<file path="src/sv/imdu_pkg.sv">
// ----------------------------------------------------------------------------
// imdu_pkg
// Shared types and constants of the integer multiply/divide unit.
// ----------------------------------------------------------------------------
package imdu_pkg;

	localparam int DATA_WIDTH_DEF = 32;
	localparam int RES_WIDTH      = 32;
	localparam int OP_WIDTH       = 2;

	localparam logic [OP_WIDTH-1:0] OP_QUOT = 2'd0;
	localparam logic [OP_WIDTH-1:0] OP_REM  = 2'd1;
	localparam logic [OP_WIDTH-1:0] OP_MUL  = 2'd2;

	typedef logic [OP_WIDTH-1:0] op_t;

	// status of the serial core as seen by the output stage
	typedef struct packed {
		logic busy;
		logic done;
	} imdu_stat_t;

endpackage

</file>
<file path="src/sv/imdu_core.sv">
// ----------------------------------------------------------------------------
// imdu_core
// Radix-2 serial engine: shift-add multiply or restoring divide, one
// operand bit per cycle, result held until the output stage takes it.
// ----------------------------------------------------------------------------
module imdu_core #(
	parameter int DATA_WIDTH = imdu_pkg::DATA_WIDTH_DEF
) (
	input  logic                  clk,
	input  logic                  arst_n,
	input  logic                  start,
	input  imdu_pkg::op_t         op,
	input  logic [DATA_WIDTH-1:0] opa,
	input  logic [DATA_WIDTH-1:0] opb,
	input  logic                  take,
	output imdu_pkg::imdu_stat_t  stat,
	output logic [DATA_WIDTH-1:0] res
);
	import imdu_pkg::*;

	localparam int CNT_W = (DATA_WIDTH > 1) ? $clog2(DATA_WIDTH) : 1;

	localparam logic [1:0] ST_IDLE = 2'd0;
	localparam logic [1:0] ST_RUN  = 2'd1;
	localparam logic [1:0] ST_DONE = 2'd2;

	logic [1:0]            state_q;
	logic [CNT_W-1:0]      cnt_q;
	op_t                   op_q;
	logic                  bzero_q;
	logic [DATA_WIDTH-1:0] a_q;
	logic [DATA_WIDTH-1:0] b_q;
	logic [DATA_WIDTH-1:0] acc_q;

	logic [DATA_WIDTH:0]   rem_shift;
	logic [DATA_WIDTH+1:0] diff;
	logic                  ge;
	logic [DATA_WIDTH-1:0] div_acc;
	logic [DATA_WIDTH-1:0] mul_acc;

	// restoring divide step: bring in next dividend bit, try subtract
	assign rem_shift = {acc_q, a_q[DATA_WIDTH-1]};
	assign diff      = {1'b0, rem_shift} - {2'b00, b_q};
	assign ge        = ~diff[DATA_WIDTH+1];
	assign div_acc   = ge ? diff[DATA_WIDTH-1:0] : rem_shift[DATA_WIDTH-1:0];

	// shift-add multiply step, low word only
	assign mul_acc = acc_q + (b_q[0] ? a_q : '0);

	always_ff @(posedge clk or negedge arst_n) begin
		if (!arst_n) begin
			state_q <= ST_IDLE;
			cnt_q   <= '0;
		end else begin
			unique case (state_q)
				ST_IDLE: begin
					if (start) begin
						state_q <= ST_RUN;
						cnt_q   <= CNT_W'(DATA_WIDTH - 1);
					end
				end
				ST_RUN: begin
					if (cnt_q == '0) begin
						state_q <= ST_DONE;
					end else begin
						cnt_q <= cnt_q - 1'b1;
					end
				end
				ST_DONE: begin
					if (take && start) begin
						state_q <= ST_RUN;
						cnt_q   <= CNT_W'(DATA_WIDTH - 1);
					end else if (take) begin
						state_q <= ST_IDLE;
					end
				end
				default: begin
					state_q <= ST_IDLE;
				end
			endcase
		end
	end

	always_ff @(posedge clk) begin
		if (start) begin
			op_q    <= op;
			bzero_q <= (opb == '0);
			a_q     <= opa;
			b_q     <= opb;
			acc_q   <= '0;
		end else if (state_q == ST_RUN) begin
			if (op_q == OP_MUL) begin
				acc_q <= mul_acc;
				a_q   <= {a_q[DATA_WIDTH-2:0], 1'b0};
				b_q   <= {1'b0, b_q[DATA_WIDTH-1:1]};
			end else begin
				acc_q <= div_acc;
				a_q   <= {a_q[DATA_WIDTH-2:0], ge};
			end
		end
	end

	always_comb begin
		unique case (op_q)
			OP_QUOT: res = bzero_q ? '0 : a_q;
			OP_REM:  res = acc_q;
			OP_MUL:  res = acc_q;
			default: res = '0;
		endcase
	end

	assign stat.busy = (state_q != ST_IDLE);
	assign stat.done = (state_q == ST_DONE);

`ifndef NO_ASSERTIONS
	a_start_runs: assert property (@(posedge clk) disable iff (!arst_n)
		start |=> (state_q == ST_RUN))
		else $error("core did not enter run after start");

	a_done_holds: assert property (@(posedge clk) disable iff (!arst_n)
		(state_q == ST_DONE && !take) |=> (state_q == ST_DONE) && $stable(res))
		else $error("finished result changed before transfer");

	a_last_step: assert property (@(posedge clk) disable iff (!arst_n)
		(state_q == ST_RUN && cnt_q == '0) |=> (state_q == ST_DONE))
		else $error("iteration count overran");

	a_rem_bound: assert property (@(posedge clk) disable iff (!arst_n)
		(state_q == ST_DONE && op_q != OP_MUL && !bzero_q) |-> (acc_q < b_q))
		else $error("remainder not below divisor");
`endif

endmodule

</file>
<file path="src/sv/integer_mul_div_unit.sv">
// ----------------------------------------------------------------------------
// integer_mul_div_unit
// Serial unsigned divide / remainder / low-word multiply unit.
// ----------------------------------------------------------------------------
// Usage:
//   Input channel (in_valid/in_stall) carries req_type, operand_a, operand_b;
//   the output channel (out_valid/out_stall) returns one result per request.
//   req_type: quotient, remainder or low product word; an unused code gives 0.
//   Division by zero gives quotient 0 and remainder equal to operand_a.
// Timing:
//   The serial core retires one operand bit per cycle while a request runs,
//   then hands the finished result to the output register behind out_valid.
//   It takes the next request in the cycle that result is handed off, not
//   before; the multiply add and the divide subtract are separate steps.
// Stalls:
//   A finished result moves into the output register, so the core takes the
//   next request while that result waits. If the output register is still
//   full, the core holds its result and in_stall stays high.
// Reset:
//   arst_n clears the core state and the output valid; a request in flight
//   is dropped, none is invented across reset, and no clearing pass is needed.
// ----------------------------------------------------------------------------
module integer_mul_div_unit #(
	parameter int DATA_WIDTH = imdu_pkg::DATA_WIDTH_DEF
) (
	input  logic                              clk,
	input  logic                              arst_n,
	input  logic                              in_valid,
	output logic                              in_stall,
	input  imdu_pkg::op_t                     req_type,
	input  logic [DATA_WIDTH-1:0]             operand_a,
	input  logic [DATA_WIDTH-1:0]             operand_b,
	output logic                              out_valid,
	input  logic                              out_stall,
	output logic [imdu_pkg::RES_WIDTH-1:0]    result
);
	import imdu_pkg::*;

	imdu_stat_t            stat;
	logic [DATA_WIDTH-1:0] core_res;
	logic                  take;
	logic                  start;
	logic                  out_valid_q;
	logic [RES_WIDTH-1:0]  result_q;

	// move a finished result when the output register is empty or draining
	assign take     = stat.done && (!out_valid_q || !out_stall);
	assign in_stall = stat.busy && !(stat.done && take);
	assign start    = in_valid && !in_stall;

	imdu_core #(
		.DATA_WIDTH(DATA_WIDTH)
	) u_core (
		.clk    (clk),
		.arst_n (arst_n),
		.start  (start),
		.op     (req_type),
		.opa    (operand_a),
		.opb    (operand_b),
		.take   (take),
		.stat   (stat),
		.res    (core_res)
	);

	always_ff @(posedge clk or negedge arst_n) begin
		if (!arst_n) begin
			out_valid_q <= 1'b0;
		end else if (take) begin
			out_valid_q <= 1'b1;
		end else if (!out_stall) begin
			out_valid_q <= 1'b0;
		end
	end

	always_ff @(posedge clk) begin
		if (take) begin
			result_q <= RES_WIDTH'(core_res);
		end
	end

	assign out_valid = out_valid_q;
	assign result    = result_q;

endmodule

</file>
<file path="config.mk">
export PLATFORM = sky130hd
export DESIGN_NAME = integer_mul_div_unit
export DESIGN_NICKNAME = d
export VERILOG_FILES = /design/src/sv/imdu_pkg.sv /design/src/sv/imdu_core.sv /design/src/sv/integer_mul_div_unit.sv
export SDC_FILE = /design/constraint.sdc
export NUM_CORES = 1
export LEC_CHECK = 0
export BUFFER_PORTS_ARGS = -buffer_cell sky130_fd_sc_hd__clkbuf_2
export CORE_ASPECT_RATIO = 1.75
export CORE_MARGIN = 4
export CORE_UTILIZATION = 50
export DETAILED_ROUTE_END_ITERATION = 10
export HOLD_SLACK_MARGIN = 0.03
export PLACE_DENSITY = 0.74
export SLEW_MARGIN = 20
export SYNTH_ARGS = -nofsm -noshare
export SYNTH_HDL_FRONTEND = slang
export SYNTH_SLANG_ARGS = --single-unit
export TNS_END_PERCENT = 50
</file>
<file path="constraint.sdc">
create_clock -name clk -period 9.94 [get_ports clk]
set_input_delay 0 -clock clk [delete_from_list [all_inputs] [get_ports clk]]
set_output_delay 0 -clock clk [all_outputs]
set_load 0.01 [all_outputs]
</file>
# [Yosys cells after proc, flatten, opt, wreduce, memory -nomap -nowiden]
# Index checks and enable logic that the tools add are counted.
# Widths: inputs -> output; s select.
[classes] n_addsub=3 eq_ne=10 muxes=22 n_bitwise=1 n_reduce_logical=22
[op_table] operator="$mux 32" count=9
[op_table] operator="$pmux 32 s2" count=1
[op_table] operator="$sub 33x32->34" count=1
[op_table] operator="$add 32x32->32" count=1
[op_table] operator="$logic_not 32->1" count=1
[op_table] operator="$mux 5" count=3
[op_table] operator="$pmux 5 s3" count=1
[op_table] operator="$mux 2" count=4
[op_table] operator="$ne 2x1->1 const B" count=4
[op_table] operator="$pmux 2 s3" count=1
[op_table] operator="$reduce_bool 2->1" count=3
[op_table] operator="$logic_and 1x1->1" count=5
[op_table] operator="$logic_not 5->1" count=1
[op_table] operator="$sub 5x1->5 const B" count=1
[op_table] operator="$eq 2x1->1 const B" count=2
[op_table] operator="$eq 2x2->1 const B" count=2
[op_table] operator="$logic_not 1->1" count=4
[op_table] operator="$logic_not 2->1" count=2
[op_table] operator="$reduce_and 4->1" count=1
[op_table] operator="$mux 1" count=3
[op_table] operator="$ne 3x1->1 const B" count=1
[op_table] operator="$reduce_and 3->1" count=1
[op_table] operator="$reduce_bool 3->1" count=1
[op_table] operator="$ne 2x2->1 const B" count=1
[op_table] operator="4 further kinds" count=4
[totals] regBits=139 output_inout_bits=34 elab_cells=67

# [Depth between registers and ports, before layout]
[depth] ltp_word=11 ltp_mapped=15 ltp_nobuf=12

# [Cells and area by module]
# A second synthesis with hierarchy kept.
[hier_totals] hier_cells=1092 area_unflattened_um2=9944.5
[by_module_without_submodules] module="imdu_core" n_inst=1 cells_each=1053 area_each_um2=8916.1 seq_area_each_um2=2827.7
[by_module_without_submodules] module="integer_mul_div_unit" n_inst=1 cells_each=39 area_each_um2=1028.5 seq_area_each_um2=985.9

# [Worst setup path before layout]
# No wires, ideal clock.
[synth_timing] kind="reg-to-reg" start="register u_core.b_q[0]" end="register u_core.acc_q[31]" setup_ns=0.130 arrival_ns=3.003 required_ns=9.810 setup_slack_ns=6.807 path_stages_with_launch=14 path_buffers=2 synth_period_minus_slack_ns=3.133 path_cell_list="edfxtp_1 > clkbuf_1 > and2_1 > ha_1 > buf_2 > nand4_1 > or2_1 > or4_1 > a21oi_1 > nor2_1 > o41ai_2 > xor2_1 > mux2i_1 > a22oi_1"
[synth_between] elab_chain_len=3
[synth_rtl] element="start: declaration" line_no="imdu_core.sv:32" rtl="logic [DATA_WIDTH-1:0] b_q;"
[synth_rtl] element="start signal: assignment" line_no="imdu_core.sv:89" rtl="b_q <= opb;"
[synth_rtl] element="start signal: assignment" line_no="imdu_core.sv:95" rtl="b_q <= {1'b0, b_q[DATA_WIDTH-1:1]};"
[synth_rtl] element="$sub 33x32->34 or $mux 32 (tied branches)" line_no="imdu_core.sv:43, imdu_core.sv:48"
[synth_rtl] element="$mux 32 or $add 32x32->32 (tied branches)" line_no="imdu_core.sv:45, imdu_core.sv:48"
[synth_rtl] element="$mux 32 *" line_no="imdu_core.sv:92" rtl="if (op_q == OP_MUL) begin"
[synth_rtl] element="end signal: assignment" line_no="imdu_core.sv:93" rtl="acc_q <= mul_acc;"
[synth_rtl] element="end signal: assignment" line_no="imdu_core.sv:97" rtl="acc_q <= div_acc;"
[synth_rtl] element="end: declaration" line_no="imdu_core.sv:33" rtl="logic [DATA_WIDTH-1:0] acc_q;"
# Every way passes the cells marked *; elsewhere a longest branch is shown, timed or not.
# A chain may end at the register's enable or synchronous reset.

# [Worst setup path after layout]
[layout_timing] start="register u_core.b_q[0]" end="register u_core.acc_q[30]"
# Same word-level chain as after synthesis.

==> summary.md <==
| Metric | Value |
|---|---|
| Layout net count | 1,427 |
| Max frequency | 0.254 GHz |
| Crit path max-delay family | compound AO/OA/AOI/OAI gates |
| Clock skew | 0.00961 ns |
| Area Overhead vs Synth | 19.7% |
| Width of the die | 114 um |
| Clock root cell | clkbuf_16 |
| Post-DR vias/cell | 5.81 |
| Lkg Pwr | 5.07 nW |
| Yosys warns | 0 |
| Final ANT Viol Nets | 0 |
| Clock sink total | 139 |
| Routed vias | 8,951 |
| Post-synthesis sequential area ratio | 38.5% |
| Synth top area share | 30.0% |
| Min Clock Period, post-route | 3.94 ns |
| Syn_area_per_cell | 8.64 sq um |
| Synth Cell Area | 9900 sq um |
| WS Path Type | reg -> reg |
| Critical-path cell list | ha_1 -> fa_1 -> nor2b_1 -> o2111ai_1 -> a21oi_1 -> o32ai_1 -> o211ai_1 -> a311o_1 -> nand2_1 -> mux2_2 -> a211o_1 |
| Max-slew violation count | 0 |
| VDD IR-drop max | 178 uV |
| Critical Path AT | 4.27 ns |
| Routability Congestion | 0.926 |
| Antenna Cells | 0 |
| Initial antenna violation count | 0 |
| HP Class | in -> reg |
| Worst slew margin | 29.2% |
| Tot GR Track Use | 25.1% |
| EDFF count, synth | 99 |
| Post-Synthesis Cells | 1,146 |
| Setup TNS Final | 0 ns |
| Total Wirelength | 27,300 um |
| Startpoint Class | register |
| Worst-Skew Late Latency | 0.44 ns |
| Initial Utilization | 51.3% |
| Die area | 22,200 sq um |
| Total CTS buffers | 17 |
| Worst-path clk slew | 0.06 ns |
| Fillers | 1,687 |
| Area occupied by multi-input gates | 5640 sq um |
| Pre-antenna DRT Iters | 5 |
| Register area | 3810 sq um |
| Max-Cap Viols | 0 |
| Initial DRC count | 643 |
| First-pass GRT wire length | 44,500 um |
| Slowest-stage cell, CP | edfxtp_1 |
| Status | complete, no violations |
| Final-report setup violation count | 0 |
| Worst path max stage delay | 0.93 ns |
| FF+latch count, synth | 139 |
| Vias in the first global route | 8,826 |
| Layout Utilization | 61.4% |
| Top cells by count, synth | nand2_1, edfxtp_1, o21ai_0 |
| Global route total overflow | 0 |
| Ys async rst share | 5.76% |
| Die span in y | 194 um |
| IO Port Bufs | 103 |
| Syn Nets | 1,287 |
| CTS H-tree lvls | 4 |
| Req. time, crit path | 10.27 ns |
| TritonCTS clock tree | built |
| Tcrit/Tclk final | 39.7% |
| Routed WL per cell | 17.7 um |
| DRC | 0 |
| Crit-path max FO | 33 |
| Unrepaired setup endpoints after global routing | false |
| Pwr dens | 375 nW/um^2 |
| Count leader, synth | nand2_1 |
| Fin. Hold Viols | 0 |
| Synth Flop Type | edfxtp_1 |
| CTS Buffer Depth | 2 |
| DPL Wire Length | 20,200 um |
| Layout cell share with drive strength beyond 1 | 12.2% |
| Crit path buffers/inverters | 0 |
| Actual slew at the worst max-slew pin | 1.06 ns |
| Core ar. | 19,300 sq um |
| Post-synthesis cell type count | 69 |
| Synth area leaders | edfxtp_1, ha_1, nand2_1 |
| Boundary pin count | 104 |
| Largest area contributor in the netlist | edfxtp_1 |
| Largest net degree at the start of global routing | 101 |
| Nature of the critical path endpoint | register |
| Site row count | 67 |
[cell families (layout without fill, tap and decap cells)]
| family | Yosys count | count (layout) | synth area share [%] |
|---|---|---|---|
| compound gates | 347 | 347 | 22.7 |
| xor+xnor | 55 | 55 | 4.87 |
| fa+ha+maj | 71 | 71 | 9.13 |
| buf+inv | 110 | 263 | 4.68 |
| flops | 139 | 139 | 38.5 |
| mux | 13 | 13 | 1.33 |
| simple gates | 411 | 411 | 18.7 |
[registers in the layout, indices dropped and copies added, names as in the netlist]
name	flops
u_core.state_q	2
u_core.op_q	2
u_core.a_q	32
result	32
u_core.cnt_q	5
u_core.b_q	32
u_core.acc_q	32
u_core.bzero_q	1
out_valid	1
[per-stage QoR]
stage / total power, W / instances / cell area [sq um] / setup WS (ns) / hold WS, ns
2_1_floorplan: 0.00317 / 1146 / 9900 / 6.81 / -0.296
3_3_place_gp: 0.00369 / 1438 / 10500 / 6.12 / -0.146
3_5_place_dp: 0.00372 / 1438 / 10500 / 6.06 / -0.143
4_1_cts: 0.00442 / 1539 / 11800 / 6.02 / 0.0598
5_1_grt: 0.00482 / 1540 / 11800 / 5.70 / 0.0417
6_report: 0.00444 / 1540 / 11800 / 6.00 / 0.0347
[cell type report]
cell class	instances	area share, %
sequential	139	32.2
tap	241	2.55
multi-input combinational	897	47.6
timing repair buffer	183	11.1
clock buffer	17	3.59
clock inverter	15	1.48
inverter	48	1.52
[report_power, final]
| part | leakage, nW | internal (W) | switching [W] |
|---|---|---|---|
| Combinational | 3.46 | 0.00111 | 0.00155 |
| Clock | 0.287 | 0.000393 | 0.000253 |
| Sequential | 1.33 | 0.000899 | 0.000239 |
[cell usage in the layout, fill, tap and decap left out, types with 4 or more instances in the layout]
| master | count |
|---|---|
| a211o_1 | 5 |
| a211oi_1 | 12 |
| a21boi_0 | 4 |
| a21o_1 | 23 |
| a21oi_1 | 75 |
| a221oi_1 | 7 |
| a22o_1 | 6 |
| a22oi_1 | 38 |
| a31oi_1 | 13 |
| and2_1 | 39 |
| and3_1 | 6 |
| buf_4 | 10 |
| clkbuf_16 | 17 |
| clkbuf_2 | 103 |
| clkinv_4 | 4 |
| dfrtp_1 | 8 |
| dfxtp_1 | 32 |
| dlygate4sd3_1 | 69 |
| edfxtp_1 | 99 |
| ha_1 | 69 |
| inv_1 | 47 |
| mux2i_1 | 12 |
| nand2_1 | 205 |
| nand2b_1 | 7 |
| nand3_1 | 20 |
| nand4_1 | 9 |
| nor2_1 | 79 |
| nor2b_1 | 5 |
| nor3_1 | 7 |
| nor3b_1 | 6 |
| nor4_1 | 10 |
| o211ai_1 | 10 |
| o21a_1 | 10 |
| o21ai_0 | 91 |
| o21bai_1 | 7 |
| o22ai_1 | 8 |
| o31ai_1 | 6 |
| or3_1 | 5 |
| xnor2_1 | 34 |
| xor2_1 | 21 |
[what timing repair did]
action,4_1_cts,5_1_grt
hold buffers,69,0
gates resized for setup,0,0
endpoints found under the setup margin,0,0
endpoints found under the hold margin,77,0
setup buffers,0,0
[per-layer routing]
metal,global-route usage (%),share of wire (%),up-vias
li1,-,-,4457
met1,29.9,41,4158
met2,43.7,51,273
met3,3.84,4.3,63
met4,11.6,3.8,0
met5,0,0,-
[final timing paths]
path	slack [ns]	to	depth (start not counted)	start
setup / recovery	6.00	u_core.acc_q[30]	11	u_core.b_q[0]
hold / removal	0.03	u_core.b_q[31]	2	operand_b[31]
setup reg to reg	6.00	u_core.acc_q[30]	11	u_core.b_q[0]
hold reg to reg	0.51	u_core.cnt_q[0]	1	u_core.cnt_q[0]
max in group asynchronous	9.12	out_valid	3	arst_n
min in group asynchronous	0.54	u_core.cnt_q[3]	3	arst_n
Power figures use the tool's default switching activity.
